<file path="config.mk">
export PLATFORM = sky130hd
export DESIGN_NAME = hex_header_stream_deframer
export DESIGN_NICKNAME = d
export VERILOG_FILES = /design/src/hhsd_pkg.sv /design/src/hhsd_nibble_decode.sv /design/src/hhsd_parser.sv /design/src/hhsd_out_reg.sv /design/src/hex_header_stream_deframer.sv
export VERILOG_INCLUDE_DIRS = /design/src /design/src/src
export SDC_FILE = /design/constraint.sdc
export NUM_CORES = 1
export LEC_CHECK = 0
export BUFFER_PORTS_ARGS = -buffer_cell sky130_fd_sc_hd__buf_2
export CAP_MARGIN = 15
export CORE_ASPECT_RATIO = 1.75
export CORE_UTILIZATION = 28
export DETAILED_ROUTE_END_ITERATION = 10
export RECOVER_POWER = 25
export SYNTH_ARGS = -nofsm -noshare
export SYNTH_HDL_FRONTEND = slang
export SYNTH_SLANG_ARGS = --single-unit
</file>
<file path="constraint.sdc">
create_clock -name clk -period 5 [get_ports clk]
set_input_delay 0.5 -clock clk [delete_from_list [all_inputs] [get_ports clk]]
set_output_delay 0.5 -clock clk [all_outputs]
set_load 0.01 [all_outputs]
</file>
<file path="src/hex_header_stream_deframer_assert.svh">
// ----------------------------------------------------------------------------
// hex header stream deframer assertion macros
// concurrent checks clocked on clk and disabled during rst
// ----------------------------------------------------------------------------
`ifndef HEX_HEADER_STREAM_DEFRAMER_ASSERT_SVH
`define HEX_HEADER_STREAM_DEFRAMER_ASSERT_SVH

`ifndef SYNTHESIS

// property that holds in the same cycle
`define HHSD_ASSERT_NOW(label, ante, cons, msg) \
  label: assert property (@(posedge clk) disable iff (rst) (ante) |-> (cons)) \
    else $error(msg);

// property that holds in the next cycle
`define HHSD_ASSERT_NEXT(label, ante, cons, msg) \
  label: assert property (@(posedge clk) disable iff (rst) (ante) |=> (cons)) \
    else $error(msg);

`else

`define HHSD_ASSERT_NOW(label, ante, cons, msg)
`define HHSD_ASSERT_NEXT(label, ante, cons, msg)

`endif

`endif

</file>
<file path="src/hhsd_pkg.sv">
// ----------------------------------------------------------------------------
// hhsd_pkg
// shared types and constants of the hex header stream deframer
// ----------------------------------------------------------------------------
`default_nettype none

package hhsd_pkg;

  typedef logic [1:0] status_t;

  localparam status_t STATUS_PAYLOAD     = 2'd0;
  localparam status_t STATUS_LENGTH_BAD  = 2'd1;
  localparam status_t STATUS_EMPTY_FRAME = 2'd2;
  localparam status_t STATUS_DROPPED     = 2'd3;

  localparam logic [7:0] CHAR_ZERO    = 8'h30;
  localparam logic [7:0] CHAR_NINE    = 8'h39;
  localparam logic [7:0] CHAR_LOWER_A = 8'h61;
  localparam logic [7:0] CHAR_LOWER_F = 8'h66;
  localparam logic [7:0] CHAR_UPPER_A = 8'h41;
  localparam logic [7:0] CHAR_UPPER_F = 8'h46;
  localparam logic [3:0] DIGIT_TEN    = 4'd10;

  typedef struct packed {
    logic [7:0] payload_byte;
    logic [7:0] channel_index;
    logic       last_of_frame;
    status_t    status;
  } result_t;

endpackage

`default_nettype wire

</file>
<file path="src/hhsd_nibble_decode.sv">
// ----------------------------------------------------------------------------
// hhsd_nibble_decode
// maps an ascii hex digit of either case to its nibble value
// ----------------------------------------------------------------------------
`default_nettype none

module hhsd_nibble_decode (
  input  wire logic [7:0] rx_byte,
  output logic            is_hex,
  output logic [3:0]      nibble
);

  logic [7:0] diff;

  always_comb begin
    diff   = 8'd0;
    is_hex = 1'b0;
    nibble = 4'd0;
    if (rx_byte inside {[hhsd_pkg::CHAR_ZERO:hhsd_pkg::CHAR_NINE]}) begin
      diff   = rx_byte - hhsd_pkg::CHAR_ZERO;
      is_hex = 1'b1;
      nibble = diff[3:0];
    end else if (rx_byte inside {[hhsd_pkg::CHAR_LOWER_A:hhsd_pkg::CHAR_LOWER_F]}) begin
      diff   = rx_byte - hhsd_pkg::CHAR_LOWER_A;
      is_hex = 1'b1;
      nibble = diff[3:0] + hhsd_pkg::DIGIT_TEN;
    end else if (rx_byte inside {[hhsd_pkg::CHAR_UPPER_A:hhsd_pkg::CHAR_UPPER_F]}) begin
      diff   = rx_byte - hhsd_pkg::CHAR_UPPER_A;
      is_hex = 1'b1;
      nibble = diff[3:0] + hhsd_pkg::DIGIT_TEN;
    end
  end

endmodule

`default_nettype wire

</file>
<file path="src/hhsd_parser.sv">
// ----------------------------------------------------------------------------
// hhsd_parser
// header and payload tracking for one registered byte per cycle while advance is high
// ----------------------------------------------------------------------------
`default_nettype none

module hhsd_parser #(
  parameter int LENGTH_DIGITS  = 4,
  parameter int CHANNEL_DIGITS = 2
) (
  input  wire logic             clk,
  input  wire logic             rst,
  input  wire logic             advance,
  input  wire logic [7:0]       rx_byte,
  output logic                  res_valid,
  output hhsd_pkg::result_t     res
);

  localparam int LW  = 4 * LENGTH_DIGITS;
  localparam int CW  = 4 * CHANNEL_DIGITS;
  localparam int HL  = LENGTH_DIGITS + CHANNEL_DIGITS;
  localparam int HCW = $clog2(HL);

  logic           in_payload, in_payload_next;
  logic [HCW-1:0] header_count, header_count_next;
  logic [LW-1:0]  length_accum, length_accum_next;
  logic [CW-1:0]  channel_accum, channel_accum_next;
  logic           length_bad, length_bad_next;
  logic           channel_bad, channel_bad_next;
  logic [LW-1:0]  payload_count, payload_count_next;

  logic           is_hex;
  logic [3:0]     nibble;
  logic           is_len_digit;
  logic [LW+3:0]  len_shift;
  logic [CW+3:0]  chan_shift;
  logic [CW+7:0]  chan_ext;
  logic [CW+7:0]  chan_ext_next;
  logic [LW-1:0]  count_inc;
  logic           last;

  hhsd_nibble_decode u_decode (
    .rx_byte (rx_byte),
    .is_hex  (is_hex),
    .nibble  (nibble)
  );

  assign is_len_digit = header_count < HCW'(LENGTH_DIGITS);
  assign len_shift    = {length_accum, nibble};
  assign chan_shift   = {channel_accum, nibble};
  assign chan_ext     = {8'd0, channel_accum};
  assign count_inc    = payload_count + LW'(1);
  assign last         = count_inc == length_accum;

  always_comb begin
    in_payload_next    = in_payload;
    header_count_next  = header_count;
    length_accum_next  = length_accum;
    channel_accum_next = channel_accum;
    length_bad_next    = length_bad;
    channel_bad_next   = channel_bad;
    payload_count_next = payload_count;
    chan_ext_next      = chan_ext;
    res_valid          = 1'b0;
    res                = '0;

    if (!in_payload) begin
      if (is_len_digit) begin
        if (!is_hex) length_bad_next = 1'b1;
        else length_accum_next = len_shift[LW-1:0];
      end else begin
        if (!is_hex) channel_bad_next = 1'b1;
        else channel_accum_next = chan_shift[CW-1:0];
      end
      chan_ext_next = {8'd0, channel_accum_next};

      if (header_count != HCW'(HL - 1)) begin
        header_count_next = header_count + HCW'(1);
      end else if (length_bad_next) begin
        res_valid  = 1'b1;
        res.status = hhsd_pkg::STATUS_LENGTH_BAD;
      end else if (length_accum_next == '0) begin
        res_valid         = 1'b1;
        res.status        = hhsd_pkg::STATUS_EMPTY_FRAME;
        res.channel_index = channel_bad_next ? 8'd0 : chan_ext_next[7:0];
      end else begin
        in_payload_next    = 1'b1;
        payload_count_next = '0;
        header_count_next  = '0;
      end

      // header finished without a payload: start hunting again
      if (header_count == HCW'(HL - 1) && (length_bad_next || length_accum_next == '0)) begin
        header_count_next  = '0;
        length_accum_next  = '0;
        channel_accum_next = '0;
        length_bad_next    = 1'b0;
        channel_bad_next   = 1'b0;
      end
    end else begin
      payload_count_next = count_inc;
      if (!channel_bad) begin
        res_valid           = 1'b1;
        res.payload_byte    = rx_byte;
        res.channel_index   = chan_ext[7:0];
        res.last_of_frame   = last;
        res.status          = hhsd_pkg::STATUS_PAYLOAD;
      end else if (last) begin
        res_valid         = 1'b1;
        res.last_of_frame = 1'b1;
        res.status        = hhsd_pkg::STATUS_DROPPED;
      end
      if (last) begin
        in_payload_next    = 1'b0;
        payload_count_next = '0;
        header_count_next  = '0;
        length_accum_next  = '0;
        channel_accum_next = '0;
        length_bad_next    = 1'b0;
        channel_bad_next   = 1'b0;
      end
    end
  end

  always_ff @(posedge clk) begin
    if (rst) begin
      in_payload    <= 1'b0;
      header_count  <= '0;
      length_accum  <= '0;
      channel_accum <= '0;
      length_bad    <= 1'b0;
      channel_bad   <= 1'b0;
      payload_count <= '0;
    end else if (advance) begin
      in_payload    <= in_payload_next;
      header_count  <= header_count_next;
      length_accum  <= length_accum_next;
      channel_accum <= channel_accum_next;
      length_bad    <= length_bad_next;
      channel_bad   <= channel_bad_next;
      payload_count <= payload_count_next;
    end
  end

endmodule

`default_nettype wire

</file>
<file path="src/hhsd_out_reg.sv">
// ----------------------------------------------------------------------------
// hhsd_out_reg
// result register holding one result until the downstream side takes it
// ----------------------------------------------------------------------------
`default_nettype none

module hhsd_out_reg (
  input  wire logic              clk,
  input  wire logic              rst,
  input  wire logic              push,
  input  wire hhsd_pkg::result_t res,
  output logic                   free,
  output logic                   out_valid,
  input  wire logic              out_ready,
  output logic [7:0]             payload_byte,
  output logic [7:0]             channel_index,
  output logic                   last_of_frame,
  output logic [1:0]             status
);

  hhsd_pkg::result_t held;

  assign free          = !out_valid || out_ready;
  assign payload_byte  = held.payload_byte;
  assign channel_index = held.channel_index;
  assign last_of_frame = held.last_of_frame;
  assign status        = held.status;

  always_ff @(posedge clk) begin
    if (rst) begin
      out_valid <= 1'b0;
    end else if (push) begin
      out_valid <= 1'b1;
    end else if (out_ready) begin
      out_valid <= 1'b0;
    end
  end

  always_ff @(posedge clk) begin
    if (push) begin
      held <= res;
    end
  end

endmodule

`default_nettype wire

</file>
<file path="src/hex_header_stream_deframer.sv">
// ----------------------------------------------------------------------------
// hex_header_stream_deframer
// splits a byte stream into frames with an ascii hex length and channel header
// ----------------------------------------------------------------------------
// Takes one byte per clock on the rx_byte channel and keeps taking one per
// clock as long as results are drained. Each accepted byte lands in an input
// register; the parser decodes it there and, once the output register is free,
// updates the frame state and loads any result into the output register,
// where it is held until the downstream side takes it. Header bytes
// give no result; a bad length header gives status 1, a zero-length frame
// status 2, and a frame whose channel is not hex is swallowed and reported
// with status 3 on its last byte. A request stalls in the input register only
// while the output register is full and not being taken.
`default_nettype none

`include "hex_header_stream_deframer_assert.svh"

module hex_header_stream_deframer #(
  parameter int LENGTH_DIGITS  = 4,
  parameter int CHANNEL_DIGITS = 2
) (
  input  wire logic       clk,
  input  wire logic       rst,
  input  wire logic       in_valid,
  output logic            in_ready,
  input  wire logic [7:0] rx_byte,
  output logic            out_valid,
  input  wire logic       out_ready,
  output logic [7:0]      payload_byte,
  output logic [7:0]      channel_index,
  output logic            last_of_frame,
  output logic [1:0]      status
);

  logic              s1_valid;
  logic [7:0]        s1_byte;
  logic              s1_advance;
  logic              out_free;
  logic              res_valid;
  logic              push;
  hhsd_pkg::result_t res;

  assign s1_advance = s1_valid && out_free;
  assign in_ready   = !s1_valid || s1_advance;
  assign push       = s1_advance && res_valid;

  always_ff @(posedge clk) begin
    if (rst) begin
      s1_valid <= 1'b0;
    end else if (in_valid && in_ready) begin
      s1_valid <= 1'b1;
    end else if (s1_advance) begin
      s1_valid <= 1'b0;
    end
  end

  always_ff @(posedge clk) begin
    if (in_valid && in_ready) begin
      s1_byte <= rx_byte;
    end
  end

  hhsd_parser #(
    .LENGTH_DIGITS  (LENGTH_DIGITS),
    .CHANNEL_DIGITS (CHANNEL_DIGITS)
  ) u_parser (
    .clk       (clk),
    .rst       (rst),
    .advance   (s1_advance),
    .rx_byte   (s1_byte),
    .res_valid (res_valid),
    .res       (res)
  );

  hhsd_out_reg u_out_reg (
    .clk           (clk),
    .rst           (rst),
    .push          (push),
    .res           (res),
    .free          (out_free),
    .out_valid     (out_valid),
    .out_ready     (out_ready),
    .payload_byte  (payload_byte),
    .channel_index (channel_index),
    .last_of_frame (last_of_frame),
    .status        (status)
  );

  // a dropped frame is only reported on its final byte
  `HHSD_ASSERT_NOW(a_drop_on_last,
    out_valid && status == hhsd_pkg::STATUS_DROPPED, last_of_frame,
    "dropped frame report without last flag")

  // only payload results carry a data byte
  `HHSD_ASSERT_NOW(a_no_data_on_report,
    out_valid && status != hhsd_pkg::STATUS_PAYLOAD, payload_byte == 8'd0,
    "report carries a data byte")

  // a new result never overwrites one still waiting
  `HHSD_ASSERT_NOW(a_no_overwrite, push && out_valid, out_ready,
    "result pushed over a pending one")

  // a pushed result is shown in the next cycle
  `HHSD_ASSERT_NEXT(a_push_shows, push, out_valid, "pushed result not presented")

endmodule

`default_nettype wire

</file>
==> impl_metrics.py, run 1 <==
metrics = {
    "sta": {
        "period_share": 0.786,
        "slew_headroom": 0.283,
        "rsz0062_at_grt": "false",
        "holdWs_ns": 0.330,
        "finalHoldViolCount": 0,
        "fmaxAchievable_mhz": 254,
        "setup-violations-final": 0,
        "skew_ns": 0.00726,
        "worst_pin_slew_ns": 1.07,
        "tns_ns": 0,
        "layout_setup_ws_ns": 1.07,
        "period_needed_ns": 3.93,
        "slew_violations": 0,
    },
    "pwr": {
        "swShare": 0.235,
        "power_density_nw_per_um2": 299,
        "clockPowerShare": 0.494,
        "seq_power_share": 0.469,
        "netSwitchingPower_uw": 323,
        "p_int_uw": 1050,
        "ir_drop_v": 0.000131,
        "leakagePower_uw": 0.00159,
        "comb_power_share": 0.037,
    },
    "global_routing": {
        "grt_max_degree": 30,
        "use_met2": 0.282,
        "antenna_found_initial": 0,
        "met1_usage": 0.162,
        "grt_use_total": 0.153,
        "grtUsageMet3": 0.0208,
        "grt_overflow": 0,
        "grt_pass1_vias": 3444,
        "grt_busiest_layer": "met2",
        "grt_pass1_wl_um": 17600,
    },
    "finish": {
        "n_fill_cell": 1457,
        "design_area_um2": 4590,
        "regArea_um2": 1770,
        "drive_gt1_frac": 0.107,
        "syn_to_final_growth_pct": 14.5,
        "final_net_count": 478,
        "insertedDiodeCount": 0,
        "multi_input_area_um2": 2070,
        "layout.cells.non_filler": 644,
    },
    "synthesis": {
        "ys_ff_latch": 75,
        "muxShareOfSynthArea": 0.0162,
        "ys_warn_count": 0,
        "ys_dominant_reg_cell": "dfxtp_1",
        "ys_seq_area_frac": 0.442,
        "async_flop_share": 0,
        "synth_xor_area_frac": 0.0568,
        "syn_area_per_cell_um2": 8.99,
        "synth_area_leaders": "dfxtp_1 24%, edfxtp_1 20%, nand3_1 4.5%, a21oi_1 4.2%, xnor2_1 3.7%",
        "synth_top_area_share": 0.240,
        "yosysTopAreaCell": "dfxtp_1",
        "ys_types": 61,
        "synthesis.nets": 462,
        "synth_adder_area_share": 0.0125,
        "netlist_instances": 446,
        "syn-cell-area_um2": 4010,
        "synthSimpleGateAreaFrac": 0.223,
        "synth_edf_count": 27,
        "synth_top_family_by_area": "simple AND/OR/NAND/NOR gates",
        "synth_compound_area_frac": 0.206,
    },
    "floorplan": {
        "initial_utilization": 0.288,
        "core_um2": 13900,
        "pin_count": 33,
        "rows": 57,
        "die_h_um": 160,
        "dieArea_um2": 14800,
        "die_x_um": 92.5,
    },
    "routing": {
        "drc_errors": 0,
        "dr.pass1.iters": 4,
        "dr_total_vias": 3574,
        "drtIter0Drc": 210,
        "viasPerCell": 5.55,
        "drt_wl_total_um": 11000,
        "post_drt_wl_per_cell_um": 17.1,
        "ant_nets": 0,
    },
    "clock_network": {
        "htreeDepth": 3,
        "hold_buffers": 0,
        "cts_made_buffers": 9,
        "cts-root-buf": "clkbuf_16",
        "cts_tree": "yes",
        "numClockSinks": 75,
        "cts_resized": 0,
        "clkLatencyLatePin_ns": 0.34,
        "clock_path_buffers": 2,
        "clk_pin_slew_worst_paths_ns": 0.06,
        "cts_setup_buffers": 0,
    },
    "critical_path": {
        "r2r_cells": 8,
        "critPathLaunchType": "flip-flop",
        "reg2reg_setup_slack_ns": 1.07,
        "worstSetupEndpointType": "flip-flop",
        "r2r-start": "u_parser.payload_count[3]$_SDFFE_PP0P_",
        "critPathRequiredTime_ns": 5.03,
        "cp.arrival_ns": 3.96,
        "r2r-end": "u_out_reg.status[0]$_DFFE_PP_",
        "critPathKind": "flip-flop to flip-flop",
        "cp_max_fo": 26,
    },
    "placed_design": {
        "hpwlAfterDp_um": 7930,
        "post-place-ws_ns": 1.18,
        "gp_congestion": 0.870,
        "post-place-cells": 628,
        "portBuffers": 32,
        "placedInstanceArea_um2": 4290,
    },
    "worst_hold_path": {
        "min_path_type": "primary input to flip-flop",
        "hold_depth": 1,
        "hold_end": "s1_byte[3]$_DFFE_PP_",
        "hold_start": "rx_byte[3]",
    },
    "flow_run": {
        "drv_cap": 0,
    },
    "run_status": {
        "status": "complete, no violations",
    },
}
-- critical path, cell delays in order (launching register included) --
cell	delay (ns)
dfxtp_1	0.55
nand3_1	0.32
nor2_1	0.43
xnor2_1	0.21
nor4_1	0.66
nand4_1	0.27
o21a_1	0.54
a211oi_2	0.34
buf_4	0.28
-- how the worst max path moves through the flow --
| stage | from | depth (start not counted) | end | slack (ns) |
|---|---|---|---|---|
| floorplan | u_parser.payload_count[0]$_SDFFE_PP0P_ | 9 | u_out_reg.channel_index[0]$_DFFE_PP_ | 0.50 |
| global placement | u_parser.payload_count[3]$_SDFFE_PP0P_ | 8 | u_out_reg.last_of_frame$_SDFFCE_PN0P_ | 1.20 |
| detailed placement | u_parser.payload_count[3]$_SDFFE_PP0P_ | 8 | u_out_reg.status[0]$_DFFE_PP_ | 1.18 |
| CTS | u_parser.payload_count[3]$_SDFFE_PP0P_ | 8 | u_out_reg.last_of_frame$_SDFFCE_PN0P_ | 1.15 |
| global route | u_parser.payload_count[3]$_SDFFE_PP0P_ | 8 | u_out_reg.status[0]$_DFFE_PP_ | 0.89 |
| finish | u_parser.payload_count[3]$_SDFFE_PP0P_ | 8 | u_out_reg.status[0]$_DFFE_PP_ | 1.07 |
-- flip-flops by register name, indices dropped and copies added, names as in the netlist --
signal / count
s1_byte: 8
u_parser.length_accum: 16
u_parser.header_count: 3
u_out_reg.status: 2
s1_valid: 1
u_out_reg.last_of_frame: 1
u_parser.channel_bad: 1
u_parser.length_bad: 1
u_parser.payload_count: 16
u_parser.channel_accum: 8
u_out_reg.channel_index: 8
u_parser.in_payload: 1
u_out_reg.out_valid: 1
u_out_reg.payload_byte: 8
-- per-layer routing --
| layer | routed length (um) | vias up |
|---|---|---|
| met2 | 6050 | 108 |
| met5 | 0 | - |
| li1 | - | 1705 |
| met4 | 418 | 0 |
| met3 | 338 | 25 |
| met1 | 4200 | 1736 |
-- power by group through the flow --
stage                     combinational [uW]  clock [uW]  sequential, uW
after floorplan                         35.3           0             652
after global placement                  48.7           0             656
after detailed placement                49.9           0             656
after CTS                               50.1         686             642
after global routing                    55.2         712             643
final                                   50.5         677             643
-- final cells by class --
cell class / count / area share
clock inverters: 7 / 0.0185
repair buffers: 35 / 0.0365
well taps: 177 / 0.0483
inverters: 14 / 0.0115
clock buffers: 9 / 0.0491
flip-flops and latches: 75 / 0.386
multi-input cells: 327 / 0.450
-- kinds of logic (layout without fill, tap and decap cells) --
family	count (synthesis)	after routing
simple gates	165	165
compound gates	126	126
mux	6	6
buf+inv	44	65
xor+xnor	26	26
fa+ha+maj	4	4
flops	75	75
-- synthesized netlist by cell type, drive strengths merged (3+ instances only) --
library cell  count
dfxtp            48
nand3            36
a21oi            34
o21ai            31
nand2            29
nor2             29
edfxtp           27
clkbuf           21
xnor2            17
nor3             15
a31oi            14
inv              14
a22o              9
buf               9
xor2              9
and2              8
nand4             8
nor4              7
mux2i             5
or3               5
or4               5
a211oi            4
a311oi            4
a41oi             4
ha                4
nand2b            4
o31ai             4
a211o             3
and4              3
o21a              3
-- cells in the final DEF (no fill, tap or decap), types with 9 or more instances in the layout --
cell        n
nor2_1     29
nand2_1    29
o21ai_0    25
a21oi_1    34
clkbuf_1   12
xnor2_1    17
dfxtp_1    48
nand3_1    36
nor3_1     13
xor2_1      9
a22o_1      9
edfxtp_1   27
a31oi_1    14
inv_1      14
buf_2      20
clkbuf_16   9
-- stage by stage --
stage	total power, uW	util
2_1_floorplan	688	-
3_3_place_gp	704	0.309
3_5_place_dp	706	0.309
4_1_cts	1380	0.331
5_1_grt	1410	0.330
6_report	1370	0.330
No activity file was read; power rests on OpenSTA's default activity.
==> inputs of run 2 (changes only) <==
- clock period: 5 -> 3.7 ns (I/O delays scaled with it)
==> impl_metrics.py, run 2 (synthesis results as in run 1) <==
metrics = {
    "run_status": {
        "status": "complete, no violations",
    },
    "sta": {
        "slew_violations": 0,
        "rsz0062_at_grt": "false",
        "finalHoldViolCount": 0,
        "period_needed_ns": 3.30,
        "worst_pin_slew_ns": 0.786,
        "slew_headroom": 0.474,
        "period_share": 0.893,
        "fmaxAchievable_mhz": 303,
        "skew_ns": 0.00837,
        "setup-violations-final": 0,
        "tns_ns": 0,
    },
    "critical_path": {
        "crit_chain": "ha_1, nand4_4, or4_4, mux2_4, nor3_2, nand4_1, o21a_1, buf_4, or3_1, a21oi_1",
        "crit_start": "u_parser.payload_count[0]$_SDFFE_PP0P_",
        "reg2reg_setup_slack_ns": 0.40,
        "r2r-end": "u_parser.length_accum[0]$_SDFFE_PP0P_",
        "cp_max_fo": 25,
        "crit_buf_inv": 1,
        "critPathRequiredTime_ns": 3.97,
        "cp.depth": 10,
        "critPathLaunchType": "flip-flop",
        "r2r-start": "u_parser.payload_count[0]$_SDFFE_PP0P_",
        "worstSetupEndpointType": "flip-flop",
        "worst_path_max_delay_cell": "or4_4",
        "critPathTopFamily": "simple AND/OR/NAND/NOR gates",
        "r2r_cells": 10,
        "cpPeakStageDelay_ns": 0.57,
        "critPathKind": "flip-flop to flip-flop",
        "cp.arrival_ns": 3.57,
    },
    "floorplan": {
        "initial_utilization": 0.288,
        "dieArea_um2": 14800,
        "pin_count": 33,
        "die_h_um": 160,
        "die_x_um": 92.5,
        "rows": 57,
        "core_um2": 13900,
    },
    "finish": {
        "layout_commonest_cell": "dfxtp_1",
        "final_net_count": 487,
        "final_cell_mix": "48 x dfxtp_1, 36 x nand3_1, 34 x a21oi_1",
        "design_area_um2": 4650,
        "syn_to_final_growth_pct": 16.1,
        "drive_gt1_frac": 0.107,
        "reg.largest.list": "u_parser.length_accum x16, u_parser.payload_count x16",
        "insertedDiodeCount": 0,
        "layout.cells.non_filler": 653,
    },
    "clock_network": {
        "clkLatencyLatePin_ns": 0.34,
        "cts_setup_buffers": 0,
        "cts_tree": "yes",
        "clk_pin_slew_worst_paths_ns": 0.06,
        "hold_buffers": 0,
        "clock_path_buffers": 2,
        "cts-root-buf": "clkbuf_16",
        "numClockSinks": 75,
        "cts_resized": 0,
        "cts_made_buffers": 9,
        "htreeDepth": 3,
    },
    "worst_hold_path": {
        "hold_depth": 1,
        "hold_end": "s1_byte[5]$_DFFE_PP_",
        "hold_start": "rx_byte[5]",
        "min_path_type": "primary input to flip-flop",
    },
    "routing": {
        "post_drt_wl_per_cell_um": 16.9,
        "drt_wl_total_um": 11000,
        "dr.pass1.iters": 5,
        "viasPerCell": 5.53,
        "ant_nets": 0,
        "drtIter0Drc": 207,
        "dr_total_vias": 3608,
        "drc_errors": 0,
    },
    "placed_design": {
        "portBuffers": 32,
        "gp_congestion": 0.888,
        "hpwlAfterDp_um": 8190,
        "placedInstanceArea_um2": 4380,
        "post-place-cells": 637,
    },
    "pwr": {
        "leakagePower_uw": 0.00160,
        "power_density_nw_per_um2": 386,
        "ir_drop_v": 0.000161,
        "report.power.total_uw": 1800,
    },
    "global_routing": {
        "grt_pass1_vias": 3502,
        "grt_max_degree": 30,
        "grt_use_total": 0.155,
        "grt_overflow": 0,
        "grt_pass1_wl_um": 17600,
        "antenna_found_initial": 0,
    },
    "flow_run": {
        "drv_cap": 0,
    },
}
## run 2: report_power, final
group	internal (uW)	leakage [uW]	switching, uW
Combinational	23.7	0.000775	47.3
Clock	474	0.000143	385
Sequential	859	0.000685	9.71
Total	1360	0.00160	442
## run 2: worst max-delay path by stage
| stage | endpoint |
|---|---|
| final | u_parser.length_accum[0]$_SDFFE_PP0P_ |
| after global routing | u_parser.length_accum[0]$_SDFFE_PP0P_ |
| after CTS | u_out_reg.channel_index[7]$_DFFE_PP_ |
| after detailed placement | u_parser.channel_accum[4]$_SDFFE_PP0P_ |
| after global placement | u_out_reg.channel_index[5]$_DFFE_PP_ |
| after floorplan | u_out_reg.channel_index[0]$_DFFE_PP_ |
## run 2: per-layer routing
layer / up-vias / wire, um / global-route usage
li1: 1721 / - / -
met1: 1711 / 3930 / 0.156
met2: 133 / 5870 / 0.274
met3: 43 / 483 / 0.0246
met4: 0 / 765 / 0.126
met5: - / 0 / 0
## run 2: area by class of cell
cell class / instances / area (um2)
Clock buffer: 9 / 225
Clock inverter: 7 / 72.6
Fill cell: 1441 / 9250
Inverter: 14 / 52.6
Multi-Input combinational cell: 327 / 2070
Sequential cell: 75 / 1770
Tap cell: 177 / 221
Timing Repair Buffer: 44 / 238
## run 2: through the flow
| stage | utilization | setup WS (ns) | hold WS [ns] |
|---|---|---|---|
| 2_1_floorplan | - | 0.0925 | 0.450 |
| 3_3_place_gp | 0.315 | 0.474 | 0.466 |
| 3_5_place_dp | 0.315 | 0.420 | 0.471 |
| 4_1_cts | 0.336 | 0.397 | 0.191 |
| 5_1_grt | 0.335 | 0.178 | 0.186 |
| 6_report | 0.335 | 0.396 | 0.202 |
==> inputs of run 3 (changes only) <==
- PLACE_DENSITY_LB_ADDON: default -> 0.25
==> impl_metrics.py, run 3 (synthesis results as in run 1) <==
metrics = {
    "run_status": {
        "status": "complete, no violations",
    },
    "pwr": {
        "leakagePower_uw": 0.00162,
        "ir_drop_v": 0.000165,
        "report.power.total_uw": 1850,
        "power_density_nw_per_um2": 396,
    },
    "sta": {
        "setup-violations-final": 0,
        "rsz0062_at_grt": "false",
        "slew_headroom": 0.471,
        "layout_setup_ws_ns": 0.289,
        "period_needed_ns": 3.41,
        "tns_ns": 0,
        "skew_ns": 0.0150,
        "fmaxAchievable_mhz": 293,
        "worst_pin_slew_ns": 0.791,
        "slew_violations": 0,
        "period_share": 0.922,
        "finalHoldViolCount": 0,
    },
    "clock_network": {
        "cts-root-buf": "clkbuf_16",
        "cts_tree": "yes",
        "clk_pin_slew_worst_paths_ns": 0.07,
        "htreeDepth": 3,
        "cts_resized": 0,
        "clock_path_buffers": 2,
        "cts_setup_buffers": 0,
        "cts_made_buffers": 9,
        "numClockSinks": 75,
        "hold_buffers": 0,
        "clkLatencyLatePin_ns": 0.35,
    },
    "global_routing": {
        "grt_pass1_vias": 3532,
        "grt_overflow": 0,
        "grt_pass1_wl_um": 18600,
        "grt_max_degree": 26,
        "grt_use_total": 0.165,
        "antenna_found_initial": 0,
    },
    "floorplan": {
        "core_um2": 13900,
        "dieArea_um2": 14800,
        "pin_count": 33,
        "die_h_um": 160,
        "initial_utilization": 0.288,
        "rows": 57,
        "die_x_um": 92.5,
    },
    "flow_run": {
        "drv_cap": 0,
    },
    "finish": {
        "syn_to_final_growth_pct": 16.6,
        "design_area_um2": 4680,
        "final_net_count": 490,
        "reg.largest.list": "u_parser.length_accum x16, u_parser.payload_count x16",
        "drive_gt1_frac": 0.115,
        "layout_commonest_cell": "dfxtp_1",
        "final_cell_mix": "48 x dfxtp_1, 36 x nand3_1, 34 x a21oi_1",
        "insertedDiodeCount": 0,
        "layout.cells.non_filler": 656,
        "n_fill_cell": 1459,
    },
    "critical_path": {
        "critPathRequiredTime_ns": 3.72,
        "critPathKind": "flip-flop to flip-flop",
        "crit_chain": "ha_1, nand4_4, or4_4, mux2_4, nor3_2, nand4_1, o21a_1, a211oi_4, buf_4",
        "cp_max_fo": 19,
        "crit_start": "u_parser.payload_count[0]$_SDFFE_PP0P_",
        "critPathLaunchType": "flip-flop",
        "cpPeakStageDelay_ns": 0.57,
        "cp.arrival_ns": 3.43,
        "r2r-end": "u_out_reg.channel_index[1]$_DFFE_PP_",
        "r2r_cells": 9,
        "worst_path_max_delay_cell": "or4_4",
        "reg2reg_setup_slack_ns": 0.29,
        "worstSetupEndpointType": "flip-flop",
        "r2r-start": "u_parser.payload_count[0]$_SDFFE_PP0P_",
    },
    "routing": {
        "drtIter0Drc": 193,
        "post_drt_wl_per_cell_um": 18.1,
        "drc_errors": 0,
        "viasPerCell": 5.54,
        "dr.pass1.iters": 4,
        "dr_total_vias": 3635,
        "ant_nets": 0,
        "drt_wl_total_um": 11900,
    },
    "worst_hold_path": {
        "hold_start": "rx_byte[4]",
        "hold_depth": 1,
        "hold_end": "s1_byte[4]$_DFFE_PP_",
        "min_path_type": "primary input to flip-flop",
    },
    "placed_design": {
        "hpwlAfterDp_um": 8850,
        "gp_congestion": 0.971,
        "placedInstanceArea_um2": 4390,
        "post-place-cells": 640,
        "post-place-ws_ns": 0.312,
        "portBuffers": 32,
    },
}
run 3: cell count changes in the layout (fill, tap and decap cells not counted):
cell,delta
buf_12,-1
buf_4,+4
bufinv_16,+1
clkinv_8,-1
inv_6,+2
inv_8,-2
nor2_1,-1
nor2_2,+1
run 3: how the worst max path moves through the flow:
stage | end | slack (ns) | cells after the start
6_report | u_out_reg.channel_index[1]$_DFFE_PP_ | 0.29 | 9
5_1_grt | u_out_reg.channel_index[1]$_DFFE_PP_ | 0.09 | 9
4_1_cts | u_out_reg.channel_index[1]$_DFFE_PP_ | 0.29 | 9
3_5_place_dp | u_out_reg.payload_byte[5]$_SDFFCE_PP0P_ | 0.31 | 9
3_3_place_gp | u_out_reg.payload_byte[5]$_SDFFCE_PP0P_ | 0.39 | 9
2_1_floorplan | u_out_reg.channel_index[0]$_DFFE_PP_ | 0.09 | 9
run 3: final cells by class:
type | count | area [um2] | area share
clock inverter | 7 | 81.3 | 0.0174
clock buffer | 9 | 225 | 0.0482
sequential | 75 | 1770 | 0.379
multi-input combinational | 327 | 2080 | 0.444
tap | 177 | 221 | 0.0474
inverter | 14 | 52.6 | 0.0112
timing repair buffer | 47 | 248 | 0.0530
run 3: metrics by stage:
stage	utilization	hold WS [ns]
after floorplan	-	0.450
after global routing	0.336	0.188
after CTS	0.338	0.186
final	0.336	0.194
after detailed placement	0.316	0.469
after global placement	0.316	0.466
run 3: per-layer routing:
| metal | GRT usage | wire length, um |
|---|---|---|
| met5 | 0 | 0 |
| met2 | 0.316 | 6620 |
| met4 | 0.107 | 650 |
| met3 | 0.0241 | 417 |
| met1 | 0.157 | 4190 |
run 3: worst max-delay path: cells and delay by family, from the launching register on:
family	cells	cell delay (ns)
and+or+nand+nor	4	1.14
AOI/OAI and AO/OA	2	0.50
DFF	1	0.45
adders and majority gates	1	0.39
muxes	1	0.31
buffers and inverters	1	0.29
run 3: where the power goes:
part	total, uW	internal, uW	switching (uW)
Sequential	869	859	10.0
Clock	911	532	379
Combinational	71.2	23.5	47.7
